**src/rtl/core/ethip_pkg.sv**
```systemverilog
// ----------------------------------------------------------------------------
// ethip_pkg
// Types and constants shared by the Ethernet/IPv4 header parser modules.
// ----------------------------------------------------------------------------
package ethip_pkg;

	localparam logic [15:0] ETH_HDR_BYTES   = 16'd14;
	localparam logic [15:0] IPV4_MIN_BYTES  = 16'd20;
	localparam logic [15:0] TCP_MIN_BYTES   = 16'd20;
	localparam logic [15:0] UDP_HDR_BYTES   = 16'd8;
	localparam logic [15:0] ETHERTYPE_IPV4  = 16'h0800;
	localparam logic [15:0] POS_MAX         = 16'hFFFF;
	localparam logic [7:0]  PROTO_ICMP      = 8'd1;
	localparam logic [7:0]  PROTO_TCP       = 8'd6;
	localparam logic [7:0]  PROTO_UDP       = 8'd17;
	localparam logic [7:0]  ICMP_ECHO_REQ   = 8'd8;
	localparam logic [7:0]  ICMP_ECHO_REP   = 8'd0;

	// header byte positions within the frame
	localparam logic [15:0] POS_ETYPE_HI    = 16'd12;
	localparam logic [15:0] POS_ETYPE_LO    = 16'd13;
	localparam logic [15:0] POS_IHL         = 16'd14;
	localparam logic [15:0] POS_TTL         = 16'd22;
	localparam logic [15:0] POS_PROTO       = 16'd23;
	localparam logic [15:0] POS_SRC_FIRST   = 16'd26;
	localparam logic [15:0] POS_SRC_LAST    = 16'd29;
	localparam logic [15:0] POS_DST_FIRST   = 16'd30;
	localparam logic [15:0] POS_DST_LAST    = 16'd33;
	// offsets within the transport header
	localparam logic [15:0] TI_PORTS_END    = 16'd4;
	localparam logic [15:0] TI_DOFF         = 16'd12;
	localparam logic [15:0] TI_FLAGS        = 16'd13;

	// configuration register indexes
	localparam logic [1:0] REG_HTTP_PORT  = 2'd0;
	localparam logic [1:0] REG_HTTPS_PORT = 2'd1;
	localparam logic [1:0] REG_DNS_PORT   = 2'd2;

	localparam logic [15:0] HTTP_PORT_RST  = 16'd80;
	localparam logic [15:0] HTTPS_PORT_RST = 16'd443;
	localparam logic [15:0] DNS_PORT_RST   = 16'd53;

	typedef enum logic [2:0] {
		CLS_UNKNOWN = 3'd0,
		CLS_TCP     = 3'd1,
		CLS_UDP     = 3'd2,
		CLS_ICMP    = 3'd3,
		CLS_DNS     = 3'd4,
		CLS_HTTP    = 3'd5,
		CLS_HTTPS   = 3'd6
	} ethip_class_t;

	typedef enum logic [1:0] {
		ICMP_NONE  = 2'd0,
		ICMP_REQ   = 2'd1,
		ICMP_REP   = 2'd2,
		ICMP_OTHER = 2'd3
	} ethip_icmp_kind_t;

	typedef struct packed {
		logic [7:0] data_byte;
		logic       last_byte;
	} ethip_in_t;

	typedef struct packed {
		logic        ok;
		logic [2:0]  protocol_class;
		logic [31:0] source_address;
		logic [31:0] destination_address;
		logic [7:0]  time_to_live;
		logic [15:0] source_port;
		logic [15:0] destination_port;
		logic [4:0]  tcp_flag_bits;
		logic [1:0]  icmp_kind;
		logic [15:0] frame_length;
		logic [15:0] payload_offset;
		logic [15:0] payload_length;
	} ethip_out_t;

	// captured header state of one finished frame
	typedef struct packed {
		logic [15:0] len;
		logic [15:0] ether_kind;
		logic [5:0]  ihl_bytes;
		logic [7:0]  proto;
		logic [7:0]  ttl;
		logic [31:0] src;
		logic [31:0] dst;
		logic [31:0] ports;
		logic [5:0]  doff_bytes;
		logic [4:0]  flags;
		logic [7:0]  icmp_type;
	} ethip_rec_t;

	// port match bits: [0] http, [1] https, [2] dns
	function automatic ethip_class_t ethip_match(input logic [2:0] m);
		ethip_class_t c;
		priority if (m[0]) c = CLS_HTTP;
		else if (m[1])     c = CLS_HTTPS;
		else if (m[2])     c = CLS_DNS;
		else               c = CLS_UNKNOWN;
		return c;
	endfunction

	function automatic ethip_class_t ethip_classify(input logic [2:0] m_dp,
			input logic [2:0] m_sp, input ethip_class_t fallback);
		ethip_class_t c;
		priority if (m_dp != 3'b000) c = ethip_match(m_dp);
		else if (m_sp != 3'b000)     c = ethip_match(m_sp);
		else                         c = fallback;
		return c;
	endfunction

endpackage

```
**src/rtl/core/ethip_front.sv**
```systemverilog
// ----------------------------------------------------------------------------
// ethip_front
// Byte position counter and header field capture; pushes one record per frame.
// ----------------------------------------------------------------------------
module ethip_front import ethip_pkg::*; (
	input  logic       clk,
	input  logic       arst_n,
	input  logic       accept,
	input  ethip_in_t  beat,
	output logic       push,
	output ethip_rec_t push_rec
);

	logic [15:0] pos_q, ether_q, ether_n;
	logic [5:0]  ihl_q, ihl_n, doff_q, doff_n;
	logic [7:0]  proto_q, proto_n, ttl_q, ttl_n, icmp_q, icmp_n;
	logic [31:0] src_q, src_n, dst_q, dst_n, ports_q, ports_n;
	logic [4:0]  flags_q, flags_n;
	logic [15:0] ti, tr_start, len;
	logic        in_tr;
	logic [7:0]  b;

	assign b = beat.data_byte;

	always_comb begin
		ether_n = ether_q;
		if (pos_q == POS_ETYPE_HI) ether_n[15:8] = b;
		if (pos_q == POS_ETYPE_LO) ether_n[7:0] = b;
		ihl_n   = (pos_q == POS_IHL) ? {b[3:0], 2'b00} : ihl_q;
		ttl_n   = (pos_q == POS_TTL) ? b : ttl_q;
		proto_n = (pos_q == POS_PROTO) ? b : proto_q;
		src_n   = (pos_q >= POS_SRC_FIRST && pos_q <= POS_SRC_LAST) ?
			{src_q[23:0], b} : src_q;
		dst_n   = (pos_q >= POS_DST_FIRST && pos_q <= POS_DST_LAST) ?
			{dst_q[23:0], b} : dst_q;

		// transport header starts right after the IPv4 header (IHL as given)
		tr_start = ETH_HDR_BYTES + {10'd0, ihl_n};
		in_tr    = (pos_q >= tr_start);
		ti       = pos_q - tr_start;
		icmp_n   = (in_tr && ti == 16'd0) ? b : icmp_q;
		ports_n  = (in_tr && ti < TI_PORTS_END) ? {ports_q[23:0], b} : ports_q;
		doff_n   = (in_tr && ti == TI_DOFF) ? {b[7:4], 2'b00} : doff_q;
		flags_n  = (in_tr && ti == TI_FLAGS) ? b[4:0] : flags_q;

		len = (pos_q == POS_MAX) ? POS_MAX : pos_q + 16'd1;
	end

	assign push = accept && beat.last_byte;

	always_comb begin
		push_rec.len        = len;
		push_rec.ether_kind = ether_n;
		push_rec.ihl_bytes  = ihl_n;
		push_rec.proto      = proto_n;
		push_rec.ttl        = ttl_n;
		push_rec.src        = src_n;
		push_rec.dst        = dst_n;
		push_rec.ports      = ports_n;
		push_rec.doff_bytes = doff_n;
		push_rec.flags      = flags_n;
		push_rec.icmp_type  = icmp_n;
	end

	always_ff @(posedge clk or negedge arst_n) begin
		if (!arst_n) begin
			pos_q   <= '0;
			ether_q <= '0;
			ihl_q   <= '0;
			proto_q <= '0;
			ttl_q   <= '0;
			src_q   <= '0;
			dst_q   <= '0;
			ports_q <= '0;
			doff_q  <= '0;
			flags_q <= '0;
			icmp_q  <= '0;
		end else if (accept) begin
			if (beat.last_byte) begin
				pos_q   <= '0;
				ether_q <= '0;
				ihl_q   <= '0;
				proto_q <= '0;
				ttl_q   <= '0;
				src_q   <= '0;
				dst_q   <= '0;
				ports_q <= '0;
				doff_q  <= '0;
				flags_q <= '0;
				icmp_q  <= '0;
			end else begin
				pos_q   <= len;
				ether_q <= ether_n;
				ihl_q   <= ihl_n;
				proto_q <= proto_n;
				ttl_q   <= ttl_n;
				src_q   <= src_n;
				dst_q   <= dst_n;
				ports_q <= ports_n;
				doff_q  <= doff_n;
				flags_q <= flags_n;
				icmp_q  <= icmp_n;
			end
		end
	end

endmodule

```
**src/rtl/core/ethip_queue.sv**
```systemverilog
// ----------------------------------------------------------------------------
// ethip_queue
// Small FIFO of frame records between the capture front and the summary back.
// ----------------------------------------------------------------------------
module ethip_queue import ethip_pkg::*; #(
	parameter int DEPTH = 2
) (
	input  logic       clk,
	input  logic       arst_n,
	input  logic       push,
	input  ethip_rec_t push_rec,
	output logic       full,
	output logic       head_valid,
	output ethip_rec_t head_rec,
	input  logic       pop
);

	localparam int PW = (DEPTH > 1) ? $clog2(DEPTH) : 1;
	localparam int CW = $clog2(DEPTH + 1);

	ethip_rec_t    entry_q [DEPTH];
	logic [PW-1:0] wr_ptr_q, rd_ptr_q;
	logic [CW-1:0] count_q;

	assign full       = (count_q == CW'(DEPTH));
	assign head_valid = (count_q != '0);
	assign head_rec   = entry_q[rd_ptr_q];

	always_ff @(posedge clk) begin
		if (push) entry_q[wr_ptr_q] <= push_rec;
	end

	always_ff @(posedge clk or negedge arst_n) begin
		if (!arst_n) begin
			wr_ptr_q <= '0;
			rd_ptr_q <= '0;
			count_q  <= '0;
		end else begin
			if (push)
				wr_ptr_q <= (wr_ptr_q == PW'(DEPTH - 1)) ? '0 : wr_ptr_q + 1'b1;
			if (pop)
				rd_ptr_q <= (rd_ptr_q == PW'(DEPTH - 1)) ? '0 : rd_ptr_q + 1'b1;
			if (push && !pop)
				count_q <= count_q + 1'b1;
			else if (pop && !push)
				count_q <= count_q - 1'b1;
		end
	end

endmodule

```
**src/rtl/core/ethip_back.sv**
```systemverilog
// ----------------------------------------------------------------------------
// ethip_back
// Two-stage summary: length checks and port matches, then class and payload.
// ----------------------------------------------------------------------------
module ethip_back import ethip_pkg::*; (
	input  logic       clk,
	input  logic       arst_n,
	input  logic       head_valid,
	input  ethip_rec_t head_rec,
	output logic       pop,
	input  logic       cfg_wr_en,
	input  logic [1:0] cfg_index,
	input  logic [15:0] cfg_data,
	output logic       out_valid,
	input  logic       out_ready,
	output ethip_out_t out_data
);

	typedef struct packed {
		ethip_rec_t  rec;
		logic        short_eth;
		logic        not_ip;
		logic        short_ip;
		logic [15:0] t;
		logic [2:0]  m_dp;
		logic [2:0]  m_sp;
	} ethip_stage_t;

	logic [15:0]  http_q, https_q, dns_q;
	ethip_stage_t st_n, st_s1;
	logic         valid_s1, valid_s2;
	ethip_out_t   res, res_s2;
	logic         adv_s1, adv_s2;
	logic [15:0]  d, sp, dp;

	always_ff @(posedge clk or negedge arst_n) begin
		if (!arst_n) begin
			http_q  <= HTTP_PORT_RST;
			https_q <= HTTPS_PORT_RST;
			dns_q   <= DNS_PORT_RST;
		end else if (cfg_wr_en) begin
			unique case (cfg_index)
				REG_HTTP_PORT:  http_q  <= cfg_data;
				REG_HTTPS_PORT: https_q <= cfg_data;
				REG_DNS_PORT:   dns_q   <= cfg_data;
				default: ;
			endcase
		end
	end

	assign adv_s2 = !valid_s2 || out_ready;
	assign adv_s1 = !valid_s1 || adv_s2;
	assign pop    = head_valid && adv_s1;

	// stage 1: frame length checks, transport length, port compares
	always_comb begin
		d  = head_rec.len - ETH_HDR_BYTES;
		sp = head_rec.ports[31:16];
		dp = head_rec.ports[15:0];
		st_n.rec       = head_rec;
		st_n.short_eth = (head_rec.len < ETH_HDR_BYTES);
		st_n.not_ip    = (head_rec.ether_kind != ETHERTYPE_IPV4);
		st_n.short_ip  = (d < IPV4_MIN_BYTES) || (d < {10'd0, head_rec.ihl_bytes});
		st_n.t         = d - {10'd0, head_rec.ihl_bytes};
		st_n.m_dp      = {dp == dns_q, dp == https_q, dp == http_q};
		st_n.m_sp      = {sp == dns_q, sp == https_q, sp == http_q};
	end

	always_ff @(posedge clk) begin
		if (pop) st_s1 <= st_n;
	end

	// stage 2: class, transport fields and payload placement
	always_comb begin
		res = '0;
		res.frame_length = st_s1.rec.len;
		priority if (st_s1.short_eth) begin
			res.ok = 1'b0;
		end else if (st_s1.not_ip) begin
			res.ok = 1'b1;
		end else if (st_s1.short_ip) begin
			res.ok = 1'b0;
		end else begin
			res.ok                  = 1'b1;
			res.source_address      = st_s1.rec.src;
			res.destination_address = st_s1.rec.dst;
			res.time_to_live        = st_s1.rec.ttl;
			unique case (st_s1.rec.proto)
				PROTO_TCP: begin
					res.protocol_class = CLS_TCP;
					if (st_s1.t >= TCP_MIN_BYTES) begin
						res.protocol_class   = ethip_classify(st_s1.m_dp, st_s1.m_sp, CLS_TCP);
						res.source_port      = st_s1.rec.ports[31:16];
						res.destination_port = st_s1.rec.ports[15:0];
						res.tcp_flag_bits    = st_s1.rec.flags;
						if (st_s1.t > {10'd0, st_s1.rec.doff_bytes}) begin
							res.payload_offset = ETH_HDR_BYTES + {10'd0, st_s1.rec.ihl_bytes}
								+ {10'd0, st_s1.rec.doff_bytes};
							res.payload_length = st_s1.t - {10'd0, st_s1.rec.doff_bytes};
						end
					end
				end
				PROTO_UDP: begin
					res.protocol_class = CLS_UDP;
					if (st_s1.t >= UDP_HDR_BYTES) begin
						res.protocol_class   = ethip_classify(st_s1.m_dp, st_s1.m_sp, CLS_UDP);
						res.source_port      = st_s1.rec.ports[31:16];
						res.destination_port = st_s1.rec.ports[15:0];
						if (st_s1.t > UDP_HDR_BYTES) begin
							res.payload_offset = ETH_HDR_BYTES + {10'd0, st_s1.rec.ihl_bytes}
								+ UDP_HDR_BYTES;
							res.payload_length = st_s1.t - UDP_HDR_BYTES;
						end
					end
				end
				PROTO_ICMP: begin
					res.protocol_class = CLS_ICMP;
					if (st_s1.t != 16'd0) begin
						priority if (st_s1.rec.icmp_type == ICMP_ECHO_REQ)
							res.icmp_kind = ICMP_REQ;
						else if (st_s1.rec.icmp_type == ICMP_ECHO_REP)
							res.icmp_kind = ICMP_REP;
						else
							res.icmp_kind = ICMP_OTHER;
					end
				end
				default: res.protocol_class = CLS_UNKNOWN;
			endcase
		end
	end

	always_ff @(posedge clk) begin
		if (adv_s2 && valid_s1) res_s2 <= res;
	end

	always_ff @(posedge clk or negedge arst_n) begin
		if (!arst_n) begin
			valid_s1 <= 1'b0;
			valid_s2 <= 1'b0;
		end else begin
			if (adv_s1) valid_s1 <= head_valid;
			if (adv_s2) valid_s2 <= valid_s1;
		end
	end

	assign out_valid = valid_s2;
	assign out_data  = res_s2;

endmodule

```
**src/rtl/core/ethernet_ipv4_header_parser_unit.sv**
```systemverilog
// ----------------------------------------------------------------------------
// ethernet_ipv4_header_parser_unit
// Ethernet/IPv4/TCP/UDP/ICMP header parser, one frame byte per beat,
// one summary beat per frame.
//
//   channel   direction  payload       handshake
//   in        input      ethip_in_t    in_valid / in_ready
//   out       output     ethip_out_t   out_valid / out_ready
//   cfg       input      16-bit data   cfg_wr_en, cfg_index (no wait)
//
// One byte per cycle sustained; the capture front takes a beat every cycle
// while the record queue has room.
// After the last byte, a summary passes the queue, the check stage and the
// output register.
// in_ready drops only when QUEUE_DEPTH frame records wait behind a stalled
// output; non-final bytes and final bytes are treated alike.
// Reset clears frame state and loads the port registers with 80, 443, 53.
// ----------------------------------------------------------------------------
module ethernet_ipv4_header_parser_unit import ethip_pkg::*; #(
	parameter int QUEUE_DEPTH = 2
) (
	input  logic        clk,
	input  logic        arst_n,
	input  logic        in_valid,
	output logic        in_ready,
	input  ethip_in_t   in_data,
	output logic        out_valid,
	input  logic        out_ready,
	output ethip_out_t  out_data,
	input  logic        cfg_wr_en,
	input  logic [1:0]  cfg_index,
	input  logic [15:0] cfg_data
);

	logic       accept, push, full, head_valid, pop;
	ethip_rec_t push_rec, head_rec;

	assign in_ready = !full;
	assign accept   = in_valid && in_ready;

	ethip_front u_front (
		.clk      (clk),
		.arst_n   (arst_n),
		.accept   (accept),
		.beat     (in_data),
		.push     (push),
		.push_rec (push_rec)
	);

	ethip_queue #(
		.DEPTH (QUEUE_DEPTH)
	) u_queue (
		.clk        (clk),
		.arst_n     (arst_n),
		.push       (push),
		.push_rec   (push_rec),
		.full       (full),
		.head_valid (head_valid),
		.head_rec   (head_rec),
		.pop        (pop)
	);

	ethip_back u_back (
		.clk        (clk),
		.arst_n     (arst_n),
		.head_valid (head_valid),
		.head_rec   (head_rec),
		.pop        (pop),
		.cfg_wr_en  (cfg_wr_en),
		.cfg_index  (cfg_index),
		.cfg_data   (cfg_data),
		.out_valid  (out_valid),
		.out_ready  (out_ready),
		.out_data   (out_data)
	);

endmodule

```
**config.mk**
```make
export PLATFORM = sky130hd
export DESIGN_NAME = ethernet_ipv4_header_parser_unit
export DESIGN_NICKNAME = d
export VERILOG_FILES = /design/src/rtl/core/ethip_pkg.sv /design/src/rtl/core/ethip_front.sv /design/src/rtl/core/ethip_queue.sv /design/src/rtl/core/ethip_back.sv /design/src/rtl/core/ethernet_ipv4_header_parser_unit.sv
export SDC_FILE = /design/constraint.sdc
export NUM_CORES = 1
export LEC_CHECK = 0
export BUFFER_PORTS_ARGS = -buffer_cell sky130_fd_sc_hd__buf_2
export CAP_MARGIN = 20
export CORE_MARGIN = 1.5
export CORE_UTILIZATION = 35
export DETAILED_ROUTE_END_ITERATION = 8
export GPL_ROUTABILITY_DRIVEN = 0
export SKIP_LAST_GASP = 1
export SLEW_MARGIN = 10
export SYNTH_ARGS = -nofsm -noshare
export SYNTH_HDL_FRONTEND = slang
export SYNTH_SLANG_ARGS = --single-unit
```
**constraint.sdc**
```tcl
create_clock -name clk -period 16.78 [get_ports clk]
set_input_delay 3.356 -clock clk [delete_from_list [all_inputs] [get_ports clk]]
set_output_delay 3.356 -clock clk [all_outputs]
set_load 0.1 [all_outputs]
```
==> results.toml, run 1 <==
[logic_synthesis]
ys.flop_type = "edfxtp_1"
seq_area_frac_synth_pct = 67.2
syn-cell-area_um2 = 38300
ys_types = 81
synth_edf_count = 671
avgSynthCellArea_um2 = 14.8
syn_inst = 2595
synth-async-reset-ratio_pct = 24.9
synth-seq-cells = 894
yosys_warnings = 0

[sta]
worstMarginPinSlew_ps = 1070
maxSlewHeadroom_pct = 26.5
rsz0062_at_grt = "no"
skew_ps = 25.3
report.final.slew_viol_count = 0
fin_crit_sh_pct = 45.7
setup_viol = 0
period_needed_ps = 7660
finalHoldViolCount = 0
fmax_ghz = 0.131
setup_tns_ps = 0

[floorplan]
die-area_um2 = 111000
pin_count = 197
rows = 121
die_height_um = 334
die_w_um = 334
core_area_um2 = 109000
start_util_pct = 35.2

[worst_setup_path]
r2r_setup_slack_ps = 10490
critPathKind = "primary input to register"
cp-start-kind = "primary input"
reg2reg_depth = 20
end_kind = "register"
critPathMaxFanout = 66
crit_end = "u_front.ports_q[28]"
critPathArrivalTime_ps = 8240
r2r-end = "u_front.ports_q[28]"
regToRegStartpoint = "u_front.pos_q[1]"
crit_required_ps = 17360
startpoint = "in_data[1]"

[global_routing]
grt_pass1_vias = 21268
use_met3_pct = 2.52
grt-busiest-layer = "met2"
grt_pass1_wl_um = 129000
use_met1_pct = 20.7
grt_antenna_before_repair = 3
globalRoute.totalOverflow = 0
use_met2_pct = 24.6
grt_max_degree = 122
track_usage_pct = 15.1

[final_layout]
area_delta_synth_final_pct = 15.2
final_common_cell = "edfxtp_1"
fin_area_um2 = 44100
final_cell_mix = "671 x edfxtp_1, 295 x mux2_2, 209 x dfrtp_1, 187 x buf_2, 119 x and2_1"
final_nets = 2846
layout-drive-gt1-share_pct = 25.2
num-fill-cells = 10012

[power]
power.density_nw_per_um2 = 173
vdd.ir_drop.worst_uv = 130
power.leakage_nw = 17.3

[routing]
drtIter0Drc = 1398
vias = 21455
route.detailed.drc = 0
drt_pass1_iterations = 5
viasPerCell = 5.02
postRouteAntennaNets = 0
routedWlPerCell_um = 20.0
wirelength_um = 85500

[place]
hpwl_um = 53300
dpl-instance-area_um2 = 40700
numPortBuffers = 188

[outcome]
status = "complete, no violations"

[clock_network]
clk_latency_ps = 670
holdBufCountCts = 0
numCtsBuffers = 96
cts.path.max_buffers = 3
h-tree-depth = 3
clockRootBuffer = "clkbuf_16"
clk_pin_slew_ps = 60
post_cts_resized = 0
numClockSinks = 894
postCtsSetupBuffers = 0
cts_tree = "done"

[worst_hold_path]
hold_path_class = "register to register"
min-delay-start = "u_back.res[44]"

[flow_run]
maxCapViolCount = 0
-- critical path: stages --
cell and delay (ps):
buf_2 360, nand2_1 80, and2_1 200, nand2_1 120, nor2_1 90, or3_1 340, ha_1 410, a2111oi_2 470
nand2_1 190, xnor2_1 160, o22ai_1 200, o2111ai_1 130, and4bb_2 620, buf_4 670, and2_1 220, buf_4 350
a21o_1 190
-- per-stage QoR --
stage | util [%] | power [W] | hold slack [ps] | worst slack (ps) | cells
after floorplan | - | 0.00495 | 400 | 5040 | 2602
after global placement | 37.4 | 0.00542 | 405 | 8560 | 4091
after detailed placement | 37.4 | 0.00544 | 405 | 8540 | 4091
after CTS | 40.6 | 0.00773 | 418 | 9220 | 4271
after global routing | 40.6 | 0.00797 | 419 | 8790 | 4272
final | 40.6 | 0.00764 | 417 | 9120 | 4275
-- where the power goes --
| group | internal [W] | switching (W) |
|---|---|---|
| Combinational | 0.000518 | 0.00164 |
| Clock | 0.00138 | 0.000891 |
| Sequential | 0.00300 | 0.000208 |
| Total | 0.00490 | 0.00274 |
-- per-layer routing --
| layer | share of wire, % | up-vias |
|---|---|---|
| li1 | - | 10036 |
| met1 | 46 | 10824 |
| met2 | 48 | 492 |
| met3 | 4.3 | 99 |
| met4 | 1.7 | 4 |
| met5 | 0.036 | - |
-- worst min-delay path by stage --
stage | slack, ps | cells after the start | endpoint
floorplan | 400 | 0 | u_back.out_data[32]
global placement | 410 | 0 | u_back.out_data[42]
detailed placement | 400 | 0 | u_back.out_data[33]
CTS | 420 | 0 | u_back.out_data[46]
global route | 420 | 0 | u_back.out_data[46]
finish | 420 | 0 | u_back.out_data[44]
-- logic make-up (layout without fill, tap and decap cells) --
logic type                 Yosys count  count (layout)  synth area share [%]
AOI/OAI and AO/OA                  376             376                  7.14
xor gates and xnor gates           147             147                  3.36
adders and majority gates           38              38                  1.30
buffers and inverters              221             477                  2.49
DFF                                894             894                  67.2
muxes                              352             352                  10.2
other                                1              11               0.00979
and+or+nand+nor                    566             566                  8.21
-- Yosys cell counts (52+ instances only) --
master	n	area share, %
o21ai_0	73	0.95
xor2_1	112	2.6
inv_1	84	0.82
dfrtp_1	210	14
mux2_2	295	8.7
a22o_1	108	2.5
clkbuf_1	93	0.91
nand2_1	117	1.1
and2_1	120	2.0
nor2_1	78	0.76
edfxtp_1	671	53
mux2i_1	52	1.4
-- flip-flops by register name, summed over array words and instances, names as in the netlist --
register / count
u_back.dns_q: 16
u_back.http_q: 16
u_back.https_q: 16
u_back.out_data: 155
u_back.out_valid: 1
u_back.res: 16
u_back.st_s1: 162
u_back.valid_s1: 1
u_front.doff_q: 6
u_front.dst_q: 32
u_front.ether_q: 16
u_front.flags_q: 5
u_front.icmp_q: 8
u_front.ihl_q: 6
u_front.ports_q: 32
u_front.pos_q: 16
u_front.proto_q: 8
u_front.src_q: 32
u_front.ttl_q: 8
u_queue.count_q: 2
u_queue.entry_q: 338
u_queue.rd_ptr_q: 1
u_queue.wr_ptr_q: 1
-- area by class of cell --
class | instances | area (um^2) | area share (%)
Sequential cell | 894 | 25700 | 58.4
Antenna cell | 3 | 7.51 | 0.0170
Multi-Input combinational cell | 1487 | 11700 | 26.4
Clock buffer | 124 | 2640 | 5.98
Tap cell | 1414 | 1770 | 4.01
Clock inverter | 56 | 800 | 1.81
Inverter | 84 | 323 | 0.732
Timing Repair Buffer | 213 | 1170 | 2.65
(Power assumes the default switching activity.)
==> run 2, diff against run 1 <==
Settings changed: ABC_AREA set to 1.
Clock period 16.78 ns to 6.5 ns, I/O delays scaled along.
==> results.toml, run 2 <==
[worst_setup_path]
critPathKind = "register to register"
crit_required_ps = 6920
critPathMaxFanout = 18
regToRegStartpoint = "u_front.pos_q[0]"
end_kind = "register"
r2r-end = "u_queue.entry_q[0][38]"
crit_chain = "inv_1, ha_1, nand3_1, nor2_2, nand2_4, nand2_1, inv_1, nor3_1, xor2_1, ha_1, a21oi_1, inv_1, a31oi_1, nand2_4, a21boi_1, nand2_2, nor2_4, buf_4, nand4_1, and2_1"
cp-start-kind = "register"
path_common_cell = "inv_1"
r2r_setup_slack_ps = 1410
reg2reg_depth = 20
critPathArrivalTime_ps = 5510
cp_slowest_stage_delay_ps = 480
critPathSlowestCell = "nor3_1"

[final_layout]
num-fill-cells = 10400
largest_reg_flops = 338
fin_area_um2 = 44200
area_delta_synth_final_pct = 14.8
final_cell_mix = "827 x nand2_1, 671 x edfxtp_1, 425 x inv_1, 298 x nor2_1, 209 x dfrtp_1"
multiInputGateArea_um2 = 10500
regMostFlops = "u_queue.entry_q"
final_nets = 3781
diodes = 0
final-seq-area_um2 = 25700
layout-drive-gt1-share_pct = 12.7
final_common_cell = "nand2_1"

[sta]
period_needed_ps = 5090
fin_crit_sh_pct = 78.3
setup_viol = 0
skew_ps = 20.2
fmax_ghz = 0.197
maxSlewHeadroom_pct = 22.5
worstMarginPinSlew_ps = 1160
setup_ws_ps = 1410
finalHoldViolCount = 0
worst_hold_slack_ps = 420
report.final.slew_viol_count = 0
rsz0062_at_grt = "no"

[power]
power.density_nw_per_um2 = 455
power.total_w = 0.0201
vdd.ir_drop.worst_uv = 356
power.leakage_nw = 19.0

[floorplan]
core_area_um2 = 109000
rows = 121
die-area_um2 = 112000
die_w_um = 335
die_height_um = 335
start_util_pct = 35.3
pin_count = 197

[place]
hpwl_um = 57600
dpl-instance-area_um2 = 41000
place_ws_ps = 969
numPortBuffers = 188

[worst_hold_path]
min-delay-start = "u_back.res[47]"
hold_end = "u_back.out_data[47]"
hold_path_class = "register to register"
hold_depth = 0

[logic_synthesis]
yosys-top-cells-count = "828 x nand2_1, 671 x edfxtp_1, 428 x inv_1, 301 x nor2_1, 210 x dfrtp_1"
syn-cell-area_um2 = 38500
synth_top_area_share_pct = 52.3
synth_edf_count = 671
yosys_warnings = 0
ys_top_cells_by_area = "edfxtp_1 52%, dfrtp_1 14%, nand2_1 8.1%"
ys.flop_type = "edfxtp_1"
ys_types = 58
synth.largest_area_cell = "edfxtp_1"
avgSynthCellArea_um2 = 10.9
seq_area_frac_synth_pct = 66.9
synth_most_common_cell = "nand2_1"
synth-seq-cells = 894
synth-async-reset-ratio_pct = 24.9
syn_inst = 3523

[routing]
vias = 24956
drt_pass1_iterations = 5
postRouteAntennaNets = 0
route.detailed.drc = 0
wirelength_um = 90100
drtIter0Drc = 1729
routedWlPerCell_um = 17.3
viasPerCell = 4.79

[global_routing]
globalRoute.totalOverflow = 0
grt_pass1_wl_um = 139000
grt_pass1_vias = 24277
grt_antenna_before_repair = 1
track_usage_pct = 16.0
grt_max_degree = 112

[clock_network]
post_cts_resized = 0
numClockSinks = 894
clk_latency_ps = 680
h-tree-depth = 3
cts.path.max_buffers = 3
cts_tree = "done"
postCtsSetupBuffers = 0
clk_pin_slew_ps = 60
clockRootBuffer = "clkbuf_16"
numCtsBuffers = 95
holdBufCountCts = 0

[flow_run]
maxCapViolCount = 0

[outcome]
status = "complete, no violations"
==> run 2: changes by cell type in the layout (fill, tap and decap cells not counted), sizes merged, moves of 35 or more <==
cell    delta
nand3     +75
nand2    +746
a21oi     +76
mux2i     -50
nand4     +38
nor2     +231
and2      -79
a21o      -35
o21ai     +66
o22ai     +67
nand2b    -44
inv      +343
a22o      -73
mux2     -300
==> run 2: routing by layer <==
layer	part of all wire, %	global-route usage, %	vias to the layer above
met5	0.014	0	-
met4	2.9	5.41	2
met3	6.0	3.13	139
met2	48	26.4	621
met1	44	21.1	12105
li1	-	-	12089
==> run 2: cell families (layout without fill, tap and decap cells) <==
group | after synthesis | in the layout | synth area share, %
flops | 894 | 894 | 66.9
simple gates | 1476 | 1476 | 16.6
buf+inv | 576 | 838 | 6.02
other cells | 1 | 8 | 0.00974
fa+ha+maj | 38 | 38 | 1.29
compound gates | 385 | 385 | 5.70
mux | 2 | 2 | 0.0520
xor+xnor | 151 | 151 | 3.43
==> run 2: worst max-delay path by stage <==
stage / from / endpoint / slack (ps) / cells past startpoint
2_1_floorplan: in_valid / u_queue.entry_q[0][0] / -2940 / 4
3_3_place_gp: in_data[1] / u_queue.entry_q[0][37] / 1090 / 16
3_5_place_dp: in_data[1] / u_queue.entry_q[0][38] / 970 / 16
4_1_cts: u_front.pos_q[0] / u_queue.entry_q[1][38] / 1470 / 20
5_1_grt: u_front.pos_q[0] / u_queue.entry_q[0][38] / 1020 / 20
6_report: u_front.pos_q[0] / u_queue.entry_q[0][38] / 1410 / 20
==> run 2: final cells by class <==
class / count / area share (%)
Tap cell: 1414 / 4.00
Clock inverter: 46 / 1.34
Timing Repair Buffer: 224 / 2.95
Clock buffer: 132 / 5.92
Inverter: 436 / 3.73
Multi-Input combinational cell: 2060 / 23.8
Sequential cell: 894 / 58.3
==> run 2: report_power, final <==
group          internal [W]  switching, W  leakage (nW)
Sequential          0.00785      0.000539          9.51
Clock               0.00321       0.00230          1.56
Combinational       0.00125       0.00498          7.91
Total                0.0123       0.00782          19.0
==> run 2: stage by stage <==
stage / util [%] / TNS, ps / instances
finish: 40.5 / 0 / 5206
global route: 40.5 / 0 / 5206
CTS: 40.5 / 0 / 5205
detailed placement: 37.6 / 0 / 5027
global placement: 37.6 / 0 / 5027
floorplan: - / -992760 / 3530
==> run 2: critical path, delay by kind of cell (launching register included) <==
kind	cells	cell delay [ps]
adders and majority gates	2	620
DFF	1	400
AOI/OAI and AO/OA	3	710
buffers and inverters	4	830
and+or+nand+nor	10	2120
xor gates and xnor gates	1	140
